`src/hdl/tbeq_pkg.sv`:
```
// Shared types and constants for the ten-band biquad cascade equalizer.
// No dependencies; imported by every module of the block.
package tbeq_pkg;

  localparam int DATA_W          = 32;   // coefficient and signal word
  localparam int SCALE_W         = 16;   // headroom prescale, unsigned Q1.15
  localparam int SCALE_FRAC      = 15;
  localparam int BAND_IDX_W      = 4;
  localparam int SLOT_W          = 3;
  localparam int NSLOT           = 5;    // b0 b1 b2 a1 a2
  localparam int NDLY            = 4;    // x1 x2 y1 y2
  localparam int DEF_BANDS       = 10;
  localparam int DEF_FRAC_BITS   = 27;
  localparam int DEF_SAMPLE_W    = 16;

  localparam logic [SCALE_W-1:0] SCALE_RESET = 16'd32768;

  typedef enum logic [0:0] {
    OP_SAMPLE   = 1'b0,
    OP_COEF_WR  = 1'b1
  } opcode_t;

  localparam logic [SLOT_W-1:0] SLOT_B0 = 3'd0;
  localparam logic [SLOT_W-1:0] SLOT_B1 = 3'd1;
  localparam logic [SLOT_W-1:0] SLOT_B2 = 3'd2;
  localparam logic [SLOT_W-1:0] SLOT_A1 = 3'd3;
  localparam logic [SLOT_W-1:0] SLOT_A2 = 3'd4;

  // control word for the shared multiply-accumulate unit
  typedef struct packed {
    logic valid;
    logic clear;   // start a new sum with this product
    logic sub;     // subtract the product
  } mac_ctl_t;

endpackage

```
`src/hdl/tbeq_mac.sv`:
```
// Shared multiply-accumulate unit: registered 32x32 product, wide accumulator,
// round half up at the binary point and saturate to 32 bits. Depends on tbeq_pkg.
module tbeq_mac
  import tbeq_pkg::*;
#(
  parameter int COEF_FRAC_BITS = DEF_FRAC_BITS
) (
  input  logic                     clk,
  input  logic                     rst,
  input  mac_ctl_t                 ctl,
  input  logic signed [DATA_W-1:0] coef,
  input  logic signed [DATA_W-1:0] data,
  output logic signed [DATA_W-1:0] result
);

  localparam int PW = 2 * DATA_W;
  localparam int AW = PW + 3;
  localparam logic signed [AW-1:0] HALF = AW'(1) <<< (COEF_FRAC_BITS - 1);
  localparam logic signed [AW-1:0] SMAX = AW'(32'sh7fffffff);
  localparam logic signed [AW-1:0] SMIN = -AW'(32'sh7fffffff) - AW'(1);

  mac_ctl_t                 ctl_q;
  logic signed [PW-1:0]     prod;
  logic signed [AW-1:0]     acc;
  logic signed [AW-1:0]     prod_x;
  logic signed [AW-1:0]     rnd;

  assign prod_x = AW'(prod);

  always_ff @(posedge clk) begin
    if (rst) begin
      ctl_q <= '0;
    end else begin
      ctl_q <= ctl;
    end
  end

  always_ff @(posedge clk) begin
    prod <= coef * data;
    if (ctl_q.valid) begin
      if (ctl_q.clear) begin
        acc <= ctl_q.sub ? -prod_x : prod_x;
      end else begin
        acc <= ctl_q.sub ? acc - prod_x : acc + prod_x;
      end
    end
  end

  always_comb begin
    rnd = (acc + HALF) >>> COEF_FRAC_BITS;
    if (rnd > SMAX) begin
      result = 32'sh7fffffff;
    end else if (rnd < SMIN) begin
      result = 32'sh80000000;
    end else begin
      result = rnd[DATA_W-1:0];
    end
  end

endmodule

```
`config.mk`:
```
export PLATFORM = sky130hd
export DESIGN_NAME = tbeq_mac
export DESIGN_NICKNAME = d
export VERILOG_FILES = /design/src/hdl/tbeq_pkg.sv /design/src/hdl/tbeq_mac.sv
export SDC_FILE = /design/constraint.sdc
export NUM_CORES = 2
export LEC_CHECK = 0
export BUFFER_PORTS_ARGS = -buffer_cell sky130_fd_sc_hd__buf_2
export CORE_MARGIN = 4
export CORE_UTILIZATION = 40
export CTS_BUF_LIST = sky130_fd_sc_hd__clkbuf_8
export DETAILED_ROUTE_END_ITERATION = 12
export PLACE_DENSITY_LB_ADDON = 0.3
export SYNTH_ARGS = -nofsm -noshare
export SYNTH_HDL_FRONTEND = slang
export SYNTH_SLANG_ARGS = --single-unit
```
`constraint.sdc`:
```
create_clock -name clk -period 8.1 [get_ports clk]
set_clock_uncertainty 0.05 [all_clocks]
set_input_delay 0.405 -clock clk [delete_from_list [all_inputs] [get_ports clk]]
set_output_delay 0.405 -clock clk [all_outputs]
set_load 0.01 [all_outputs]
```
## Word level (Yosys, flattened, before mapping)

Index checks and enable logic that the tools add are counted.
Widths: inputs -> output; s select.

| word-level totals | value |
|---|---|
| memory bits (read-only) | 0 |
| bits in latches | 0 |
| input bits | 69 |
| memories kept | 0 |
| logic and storage cells | 17 |
| RAM bits | 0 |
| flip-flop bits (word level) | 134 |

| operators by class | value |
|---|---|
| equality and inequality tests | 0 |
| multiplexer cells | 5 |
| shift operators | 0 |
| reduce and logical (&&, ||, !) cells | 0 |
| add/subtract/negate cells | 4 |
| bitwise operators | 0 |
| magnitude comparators | 2 |
| div/mod/pow operators | 0 |
| multiply operators | 1 |

Operators by type and width:

| cell | count |
|---|---|
| $mux 67 | 3 |
| $add 67x28->67 const B | 1 |
| $add 67x64->67 | 1 |
| $neg 64->67 | 1 |
| $sub 67x64->67 | 1 |
| $mul 32x32->64 | 1 |
| $mux 32 | 2 |
| $gt 40x32->1 const B | 1 |
| $lt 40x32->1 const B | 1 |

## Depth between registers and ports, before layout

| logic depth | value |
|---|---|
| depth in word-level cells | 4 |
| mapped depth | 29 |

## Worst setup path after synthesis

No wires, ideal clock.

| timing | value |
|---|---|
| kind | input to register |
| start point | in data[2] |
| end point | reg prod[61] |
| buffers on the path | 2 |
| cell stages on the path | 26 |
| path slack | 188 ps |
| setup time | 65 ps |
| arrival time | 7,797 ps |
| cell sequence | clkbuf_1 > nand2_1 > inv_1 > fa_1 > fa_1 > fa_1 > fa_1 > inv_1 > fa_1 > inv_1 > fa_1 > inv_1 > fa_1 > inv_1 > fa_1 > ha_1 > clkbuf_1 > a21o_1 > a311oi_1 > nand2_1 > a31oi_1 > o21ai_0 > a21oi_1 > o31ai_1 > or4b_1 > nand4b_1 |

| on the way | value |
|---|---|
| cells in the longest elaborated chain, start to end | 1 |

RTL lines:

| element | line | source |
|---|---|---|
| from (decl) | tbeq_mac.sv:12 | `input logic signed [DATA_W-1:0] data,` |
| $mul 32x32->64 | tbeq_mac.sv:39 | `prod <= coef * data;` |
| to (signal assigned) | tbeq_mac.sv:39 |  |
| to (decl) | tbeq_mac.sv:23 | `logic signed [PW-1:0] prod;` |

Every way passes these cells.
A chain may end at the register's enable or synchronous reset.

## Worst setup path after layout

| timing | value |
|---|---|
| start point | in data[8] |
| end point | reg prod[63] |

The elaborated chain is that of the path after synthesis.

==> results.py <==
metrics = {
    "floorplan": {
        "io_pins": 101,
        "die_height_um": 355,
        "row_count": 126,
        "die-area_um2": 126000,
        "die_w_um": 355,
        "start_util_pct": 40.5,
        "core_um2": 119000,
    },
    "grt": {
        "grt_first_pass_wirelength_um": 211000,
        "grt_overflow": 0,
        "grt_pass1_vias": 38400,
        "grt_usage_pct": 20.9,
        "grt_max_degree": 97,
        "antenna_found_initial": 10,
    },
    "setup_path": {
        "cp_num_buf_inv": 8,
        "critPathMaxFanout": 20,
        "cpPeakStageDelay_ns": 0.56,
        "r2r_slack_ns": 2.02,
        "cp.required_ns": 8.42,
        "cp.arrival_ns": 8.06,
        "cp_slowest_cell": "fa_1",
        "critPathCaptureType": "register",
        "crit_type": "in2reg",
        "crit_path_start_kind": "input pin",
        "cpMostUsedCell": "fa_1",
        "path_delay_family": "adder cells",
    },
    "placement": {
        "portBuffers": 100,
        "gp_congestion": 0.900,
        "hpwlAfterDp_um": 110000,
    },
    "synth": {
        "synth-adder-area-share_pct": 51.7,
        "synth_top_area_share_pct": 45.1,
        "synth_common_cells": "fa_1 (1083), inv_1 (1059), nand2_1 (669)",
        "synthMostInstantiatedCell": "fa_1",
        "synth_simple_gate_area_share_pct": 18.0,
        "syn_avg_cell_area_um2": 8.91,
        "synth_compound_area_share_pct": 7.33,
        "muxShareOfSynthArea_pct": 0.323,
        "synth.net_count": 6797,
        "synth_edf_count": 67,
        "yosys.area.top_type": "fa_1",
        "synthXorXnorAreaFrac_pct": 5.14,
        "synth_warnings": 0,
        "syn_area_um2": 48000,
        "synth_area_leaders": "fa_1 (45%), inv_1 (8.3%), and2_1 (6.9%)",
        "postSynth.asyncResetShare_pct": 0,
        "synth.distinct_cells": 79,
        "ys.flop_type": "edfxtp_1",
        "synth-seq-area-share_pct": 6.98,
        "synth_seq_cells": 134,
        "syn_inst": 5393,
        "synth_top_family_by_area": "adder cells",
    },
    "clock_tree": {
        "htree_num_levels": 4,
        "cts.path.max_buffers": 2,
        "cts_tree": "yes",
        "ctsResizeCount": 0,
        "cts.sinks": 134,
        "ctsHoldBuffers": 0,
        "numCtsBuffers": 17,
        "post-cts-setup-buffers": 0,
        "clk_latency_ns": 0.49,
        "path_clk_slew_ns": 0.08,
        "clockRootBuffer": "clkbuf_8",
    },
    "sta": {
        "period_minus_slack_ns": 7.74,
        "fmax_mhz": 129,
        "setup_viol": 0,
        "slew_headroom_pct": 26.9,
        "hold_viol_final": 0,
        "fin_crit_sh_pct": 95.5,
        "grt_setup_unrepaired": "false",
        "tightest_slew_ns": 1.10,
        "slew_violations": 0,
    },
    "detailed_routing": {
        "drt_wl_total_um": 128000,
        "dr.pass1.iters": 7,
        "drc": 0,
        "ant_nets": 0,
        "vias": 35800,
        "viasPerCell": 5.09,
        "first_iter_violations": 2368,
        "wl_per_cell_um": 18.2,
    },
    "cells_and_area": {
        "final_layout_size_suffix_gt1_share_pct": 6.61,
        "utilization_pct": 43.4,
        "syn2layout_area_growth_pct": 7.26,
        "nets": 6819,
    },
    "run_status": {
        "status": "completed",
    },
    "min_path": {
        "hold_path_class": "in2reg",
    },
    "job": {
        "drv_cap": 0,
    },
}
## path summary, 6_finish.rpt
kind / cells after the start / end / start
min reg2reg: 3 / acc[23] / prod[23]
max: 28 / prod[63] / data[8]
min: 2 / ctl_q[2] / rst
max reg2reg: 19 / acc[64] / prod[0]
## per-stage QoR
stage	TNS, ns	cells	hold slack [ns]	setup WS, ns	area [um^2]
floorplan	0	5393	0.427	0.188	48000
global placement	-0.0724	6996	0.575	-0.0724	51100
detailed placement	-0.226	6996	0.575	-0.113	51100
CTS	0	7028	0.0370	0.390	51500
global route	0	7029	0.0536	0.0422	51500
finish	0	7034	0.0654	0.363	51500
## sequential cells by signal, summed over array words and instances (netlist names)
| register | cells |
|---|---|
| acc | 67 |
| ctl_q | 3 |
| prod | 64 |
## cell type report
class / instances / area [um^2]
Clock buffer: 18 / 248
Sequential cell: 134 / 3360
Tap cell: 1600 / 2000
Multi-Input combinational cell: 3919 / 39600
Antenna cell: 6 / 15.0
Clock inverter: 14 / 164
Timing Repair Buffer: 283 / 2110
Inverter: 1060 / 3980
Fill cell: 11700 / 67200
## placed cells by master, fill, tap and decap left out, types with 7 or more instances in the layout
master	Yosys	routed
and4_1	8	8
nor2b_1	18	18
and2_1	529	529
or4_1	9	9
o21bai_1	26	26
buf_4	2	164
inv_6	0	7
nand2_1	669	669
nor3_1	35	35
o21ai_1	46	46
dfxtp_1	67	64
buf_2	5	100
nor4_1	21	21
xor2_1	94	94
nand3_1	55	55
a21o_1	82	82
nand4_1	42	42
nand2b_1	45	45
inv_1	1059	1059
nor2_1	187	186
xnor2_1	188	188
clkbuf_8	0	18
o21a_1	20	20
buf_12	0	19
o211ai_1	14	14
or3_1	22	22
ha_1	252	252
edfxtp_1	67	67
nor3b_1	7	7
a211oi_1	10	10
a21oi_1	179	179
o21ai_0	99	99
o2111ai_1	7	7
fa_1	1083	1083
and3_1	32	32
mux2i_1	11	11
a31oi_1	25	25
## cell families (layout without fill, tap and decap cells)
logic type,count (synthesis),in the layout
compound gates,569,569
xor+xnor,282,282
fa+ha+maj,1335,1335
buf+inv,1340,1375
flops,134,134
mux,15,15
other cells,0,6
simple gates,1718,1718
## routing by layer
| layer | share of wire (%) | routed length, um | track usage (%) | up-vias |
|---|---|---|---|---|
| met3 | 6.8 | 8760 | 3.42 | 129 |
| li1 | - | - | - | 16400 |
| met2 | 45 | 57200 | 33.1 | 1036 |
| met1 | 47 | 60000 | 30.6 | 18200 |
| met5 | 0.039 | 50 | 0 | - |
| met4 | 1.6 | 2050 | 3.75 | 8 |
## worst register-to-register path: stages (launching register included)
cell and delay, ns:
dfxtp_1 0.34, inv_1 0.12, ha_1 0.20, or3b_1 0.40, or3_4 0.40, or3_1 0.35, or3_1 0.35, or3_1 0.37
and2_1 0.19, xnor2_1 0.13, ha_1 0.39, nand3_1 0.18, a2111oi_0 0.41, o21a_1 0.23, a21oi_1 0.21, o2111ai_1 0.42
nand4_1 0.25, and2_1 0.25, or3_1 0.35, a32o_1 0.25
Power is not shown: default switching activity piles up to over one toggle a cycle in this logic, so the estimate is an artifact.
