File: src/hdl/tbeq_pkg.sv
// Shared types and constants for the ten-band biquad cascade equalizer.
// No dependencies; imported by every module of the block.
package tbeq_pkg;

  localparam int DATA_W          = 32;   // coefficient and signal word
  localparam int SCALE_W         = 16;   // headroom prescale, unsigned Q1.15
  localparam int SCALE_FRAC      = 15;
  localparam int BAND_IDX_W      = 4;
  localparam int SLOT_W          = 3;
  localparam int NSLOT           = 5;    // b0 b1 b2 a1 a2
  localparam int NDLY            = 4;    // x1 x2 y1 y2
  localparam int DEF_BANDS       = 10;
  localparam int DEF_FRAC_BITS   = 27;
  localparam int DEF_SAMPLE_W    = 16;

  localparam logic [SCALE_W-1:0] SCALE_RESET = 16'd32768;

  typedef enum logic [0:0] {
    OP_SAMPLE   = 1'b0,
    OP_COEF_WR  = 1'b1
  } opcode_t;

  localparam logic [SLOT_W-1:0] SLOT_B0 = 3'd0;
  localparam logic [SLOT_W-1:0] SLOT_B1 = 3'd1;
  localparam logic [SLOT_W-1:0] SLOT_B2 = 3'd2;
  localparam logic [SLOT_W-1:0] SLOT_A1 = 3'd3;
  localparam logic [SLOT_W-1:0] SLOT_A2 = 3'd4;

  // control word for the shared multiply-accumulate unit
  typedef struct packed {
    logic valid;
    logic clear;   // start a new sum with this product
    logic sub;     // subtract the product
  } mac_ctl_t;

endpackage

File: src/hdl/tbeq_div.sv
// Divider by the constant full-scale value 2^(SAMPLE_WIDTH-1)-1, by folding:
// n = hi*2^K + lo = hi*(2^K-1) + (hi+lo). Depends on tbeq_pkg.
module tbeq_div
  import tbeq_pkg::*;
#(
  parameter int SAMPLE_WIDTH = DEF_SAMPLE_W,
  parameter int NW           = 45
) (
  input  logic          clk,
  input  logic          rst,
  input  logic          start,
  input  logic [NW-1:0] num,
  output logic [NW-1:0] quot,
  output logic          done
);

  localparam int K = SAMPLE_WIDTH - 1;
  localparam logic [NW-1:0] FS = NW'((1 << K) - 1);

  logic [NW-1:0] rest;
  logic [NW-1:0] q_acc;
  logic [NW-1:0] hi;
  logic [NW-1:0] lo;
  logic          busy;

  assign hi   = rest >> K;
  assign lo   = NW'(rest[K-1:0]);
  assign quot = q_acc;

  always_ff @(posedge clk) begin
    if (rst) begin
      busy <= 1'b0;
      done <= 1'b0;
    end else begin
      done <= busy && !start && (hi == '0);
      if (start) begin
        busy <= 1'b1;
      end else if (busy && hi == '0) begin
        busy <= 1'b0;
      end
    end
  end

  // one fold per cycle until the rest is below 2^K; rest equal to FS adds one
  always_ff @(posedge clk) begin
    if (start) begin
      rest  <= num;
      q_acc <= '0;
    end else if (busy) begin
      if (hi != '0) begin
        q_acc <= q_acc + hi;
        rest  <= hi + lo;
      end else if (rest == FS) begin
        q_acc <= q_acc + NW'(1);
      end
    end
  end

endmodule

File: config.mk
export PLATFORM = sky130hd
export DESIGN_NAME = tbeq_div
export DESIGN_NICKNAME = d
export VERILOG_FILES = /design/src/hdl/tbeq_pkg.sv /design/src/hdl/tbeq_div.sv
export SDC_FILE = /design/constraint.sdc
export NUM_CORES = 1
export LEC_CHECK = 0
export BUFFER_PORTS_ARGS = -buffer_cell sky130_fd_sc_hd__buf_2
export CAP_MARGIN = 0
export CORE_ASPECT_RATIO = 0.6
export CORE_MARGIN = 2
export CORE_UTILIZATION = 43
export CTS_BUF_LIST = sky130_fd_sc_hd__clkbuf_8
export DETAILED_ROUTE_END_ITERATION = 8
export GPL_ROUTABILITY_DRIVEN = 0
export PLACE_DENSITY = 0.65
export SLEW_MARGIN = 15
export SYNTH_ARGS = -nofsm -noshare
export SYNTH_HDL_FRONTEND = slang
export SYNTH_SLANG_ARGS = --single-unit
File: constraint.sdc
create_clock -name clk -period 3.5 [get_ports clk]
set_clock_uncertainty 0.15 [all_clocks]
set_input_delay 0.7 -clock clk [delete_from_list [all_inputs] [get_ports clk]]
set_output_delay 0.7 -clock clk [all_outputs]
set_load 0.1 [all_outputs]
* Word-level counts from Yosys, hierarchy flattened *
Index checks and enable logic that the tools add are counted.

storage, ports and cells
  logic and storage cells = 27
  input bits = 48
  flip-flop bits (word level) = 92

cells by class
  add/subtract/negate cells = 3
  equality and inequality tests = 1
  reductions and logical operators = 12
  mux-type cells = 7

operators with widths
  kind                     number
  $mux W45                 5
  $add A45 B1 Y45 const B  1
  $add A45 B30 Y45         1
  $eq A45 B15 Y1 const B   1
  $logic_not A45 Y1        1
  $reduce_bool A45 Y1      1
  $add A30 B15 Y31         1
  $reduce_bool A2 Y1       4
  $reduce_and A2 Y1        2
  $logic_and A1 B1 Y1      3
  $mux W1                  2
  $logic_not A1 Y1         1

* Depth between registers and ports, before layout *
  depth after elaboration = 4
  mapped depth = 16
  depth with buffers taken out = 14

* Worst setup path before layout *
Ideal clock, no wire load.

  path type = register -> register
  from = register rest[30]
  to = register q_acc[32], in the netlist quot[32]
  setup slack = -0.067 ns
  data required time = 3.235 ns
  arrival time = 3.302 ns
  cell stages (with the launch flop) = 17
  cells stage by stage = edfxtp_1 -> buf_2 -> nor4_1 -> and4_1 -> nand4_1 -> nand2b_1 -> ha_1 -> fa_1 -> a211oi_1 -> o21a_1 -> o21ai_1 -> a211oi_2 -> o21ai_2 -> a21oi_1 -> buf_2 -> nor3_1 -> o21a_1

between the ends
  word-level cells in the longest chain between the ends = 3

ends and longest elaborated chain
  item                                                      line            source
  start, declared                                           tbeq_div.sv:20  logic [NW-1:0] rest;
  start signal, assigned                                    tbeq_div.sv:47  rest <= num;
  start signal, assigned                                    tbeq_div.sv:52  rest <= hi + lo;
  branches (longest 3 deep; another with $add A45 B30 Y45)  --
  end signal, assigned                                      tbeq_div.sv:51  q_acc <= q_acc + hi;
  end signal, assigned                                      tbeq_div.sv:54  q_acc <= q_acc + NW'(1);
  end, declared                                             tbeq_div.sv:21  logic [NW-1:0] q_acc;

Parallel ways; which one is timed is not known.
A chain may end at the register's enable or synchronous reset.

* Worst setup path after layout *
  from = register rest[25]
  to = register q_acc[44], in the netlist quot[44]

Same word-level chain as after synthesis.

==> impl_metrics.csv <==
group,metric,value,unit
worst_setup_path,reg2reg_depth,15,
outcome,status,"finished with violations",
cts,cts.hold.buffers_added,0,
synth,syn_avg_cell_area,8.484,sq um
global_routing,grt_pass1_wl,31730,um
cells_and_area,fin_nets,994,
cts,cts_root_buf,"clkbuf_8",
cts,htree_levels,3,
placement,dp_slack,-342.8,ps
worst_setup_path,worstSetupPathType,"register to register",
worst_setup_path,r2r-start,"rest[25]$_DFFE_PP_",
synth,synth_edf_count,45,
power,p_leak,3.547,nW
worst_setup_path,rr_endpoint,"quot[44]$_SDFFE_PP0P_",
synth,yosysSeqAreaShare,0.3504,
die,core_area,14680,sq um
synth,syn_nets,866,
cts,clk_path_buf_depth,2,
synth,synth_warnings,0,
power,switchingPower,0.001697,W
power,comb_power_share,0.452,
power,peakVddDrop,271.9,uV
synth,synth_seq_cells,92,
synth,ys_async_sr_fraction,0,
detailed_routing,ant_nets,0,
power,seqPwrFrac,0.359,
die,num_io_pins,94,
power,fin_total_pwr,0.003904,W
cts,clock_latency,400,ps
cells_and_area,layout_commonest_cell,"nand2_1",
cts,clkTransAtPathRegs,110,ps
global_routing,first_global_vias,6053,
synth,synth.distinct_cells,69,
cells_and_area,layout-drive-gt1-share,0.2765,
power,p_sw_frac,0.4348,
power,clockPowerShare,0.189,
synth,syn_inst,771,
cells_and_area,final_cell_mix,"nand2_1, buf_2, buf_4",
detailed_routing,vias_per_cell,5.907,
detailed_routing,avgRoutedWirePerCell,18.44,um
worst_setup_path,worstPathArrival,3850,ps
die,num_rows,34,
synth,synth_top_area_share,0.2066,
global_routing,antenna_found_initial,0,
cts,clock_sinks,92,
synth,synthFlopType,"dfxtp_1",
die,die_w,163.2,um
worst_setup_path,r2r_slack,-170,ps
global_routing,overflow,0,
detailed_routing,first_iter_violations,568,
worst_setup_path,end_kind,"register",
detailed_routing,postRouteWirelength,20330,um
die,dieHeight,99.54,um
cells_and_area,fillers,1362,
timing,tightest_slew,802.2,ps
timing,rsz0062_at_grt,"true",
worst_setup_path,critPathSlowestCell,"or4_4",
worst_setup_path,crit_chain,"or4_4 > nor3_2 > nand4_1 > nand2b_1 > ha_4 > fa_2 > a211oi_2 > o21a_1 > o21ai_2 > a211oi_2 > o21ai_2 > a21oi_2 > buf_6 > or4_1 > a21oi_1",
synth,synthTopCellsByArea,"edfxtp_1, dfxtp_1, ha_1",
worst_setup_path,crit_required,3680,ps
cells_and_area,diodes,0,
hold_path,worstHoldStart,"rst",
timing,hold_viol_final,0,
worst_setup_path,critPathLaunchType,"register",
cells_and_area,fin_util,0.5524,
hold_path,hold_end,"busy$_SDFFE_PP0P_",
cts,cts_tree,"done",
timing,clock.fmax,272.5,MHz
detailed_routing,drtPass1Iterations,5,
timing,finalMaxSlewViolations,0,
timing,setup_ws,-169.5,ps
power,intPower,0.002206,W
synth,synth_area_leader_cell,"edfxtp_1",
placement,dpl.hpwl,14990,um
timing,period_needed,3669,ps
cells_and_area,area_delta_synth_final,23.95,%
timing,fin_setup_tns,-1435,ps
global_routing,grt_max_degree,58,
hold_path,whs_path_depth,2,
job,maxCapViolations,0,
timing,period_share,1.048,
outcome,violations,"negative setup slack",
power,power_density,481.5,nW/um^2
placement,io_buffers,93,
detailed_routing,drc,0,
detailed_routing,num_vias,6510,
timing,holdWs,321.0,ps
worst_setup_path,worst_path_largest_cell_delay,560,ps
global_routing,grt_usage,0.2487,
die,initial_core_util,0.4457,
timing,finalSetupViolCount,17,
worst_setup_path,worstPathMaxFanout,5,
hold_path,min_path_type,"primary input to register",
cts,numCtsBuffers,9,
die,dieArea,16250,sq um
timing,relSlewSlack,0.4652,
synth,synth_area,6541,sq um
## registers in the layout, summed over array words and instances, names as in the netlist
signal	flops
quot	45
rest	45
busy	1
done	1
## Yosys cell counts (3+ instances only)
cell type and n:
o31ai_1 8, or4_1 6, buf_2 10, a22o_1 4
a221o_1 3, nand2b_1 5, edfxtp_1 45, and2_1 17
dfxtp_1 47, a31oi_1 5, nand3_1 23, nor3b_1 3
o21ai_0 43, o21bai_1 8, a221oi_1 4, xnor2_1 26
or2_2 5, xor2_1 14, a21oi_1 72, or3_1 10
inv_1 20, nor4_1 15, and4_1 4, clkbuf_1 50
a21boi_0 3, a211o_1 3, ha_1 45, o21a_1 8
nor3_1 19, a211oi_1 8, nand4_1 19, and3_1 15
a21o_1 23, o211ai_1 8, mux2i_1 3, nor2_1 35
nand2_1 96
## power groups by stage
stage | sequential (W) | combinational, W | clock (W)
CTS | 0.00139 | 0.00167 | 0.000751
global route | 0.00141 | 0.00191 | 0.000786
detailed placement | 0.00141 | 0.00164 | 0
floorplan | 0.00166 | 0.000935 | 0
finish | 0.00140 | 0.00177 | 0.000737
global placement | 0.00141 | 0.00160 | 0
## cells by family after synthesis
| family | count (synthesis) | synth area share |
|---|---|---|
| and+or+nand+nor | 281 | 0.2177 |
| AOI/OAI and AO/OA | 222 | 0.2267 |
| DFF | 92 | 0.3504 |
| buffers and inverters | 84 | 0.05145 |
| adders and majority gates | 47 | 0.09220 |
| xor gates and xnor gates | 40 | 0.05356 |
| muxes | 5 | 0.008034 |
## layer usage
metal,track usage,wire (um),vias to the layer above
li1,-,-,3089
met1,0.3641,9563,3096
met4,0.07352,411,0
met5,0,0,-
met2,0.3596,8447,287
met3,0.06172,1902,38
## worst max path at each step
stage / startpoint / endpoint / slack (ps) / depth (start not counted)
finish: rest[25]$_DFFE_PP_ / quot[44]$_SDFFE_PP0P_ / -170 / 15
global route: rest[22]$_DFFE_PP_ / quot[41]$_SDFFE_PP0P_ / -320 / 13
CTS: rest[25]$_DFFE_PP_ / quot[41]$_SDFFE_PP0P_ / -150 / 13
detailed placement: rest[22]$_DFFE_PP_ / quot[38]$_SDFFE_PP0P_ / -340 / 15
global placement: rest[22]$_DFFE_PP_ / quot[38]$_SDFFE_PP0P_ / -210 / 15
floorplan: rest[30]$_DFFE_PP_ / quot[32]$_SDFFE_PP0P_ / 6 / 16
## final cells by class
class / instances / area, sq um / share of cell area
clock buffers: 9 / 123.9 / 0.01528
clock inverters: 7 / 63.81 / 0.007870
inverters: 20 / 75.07 / 0.009259
multi-input cells: 595 / 4141 / 0.5108
flip-flops and latches: 92 / 2292 / 0.2827
well taps: 198 / 247.7 / 0.03056
repair buffers: 181 / 1164 / 0.1435
## metrics by stage
step           instance area, sq um  std cells
2_1_floorplan                  6546        771
3_3_place_gp                   7481       1060
3_5_place_dp                   7481       1060
4_1_cts                        7894       1092
5_1_grt                        8108       1102
6_report                       8108       1102
## worst max-delay path, delay by kind of cell, from the launching register on
kind,cells,cell delay (ps)
AOI/OAI and AO/OA,7,1000
adders and majority gates,2,410
buffers and inverters,1,160
DFF,1,420
and+or+nand+nor,5,1470
## repair_timing
item                       in CTS  in global routing
setup endpoints to repair      26                 51
gates resized for setup        24                 30
hold endpoints to repair        0                  0
cloned                          1                  0
setup buffers                  17                 14
pin swaps                      21                 33
(Power assumes the default switching activity.)
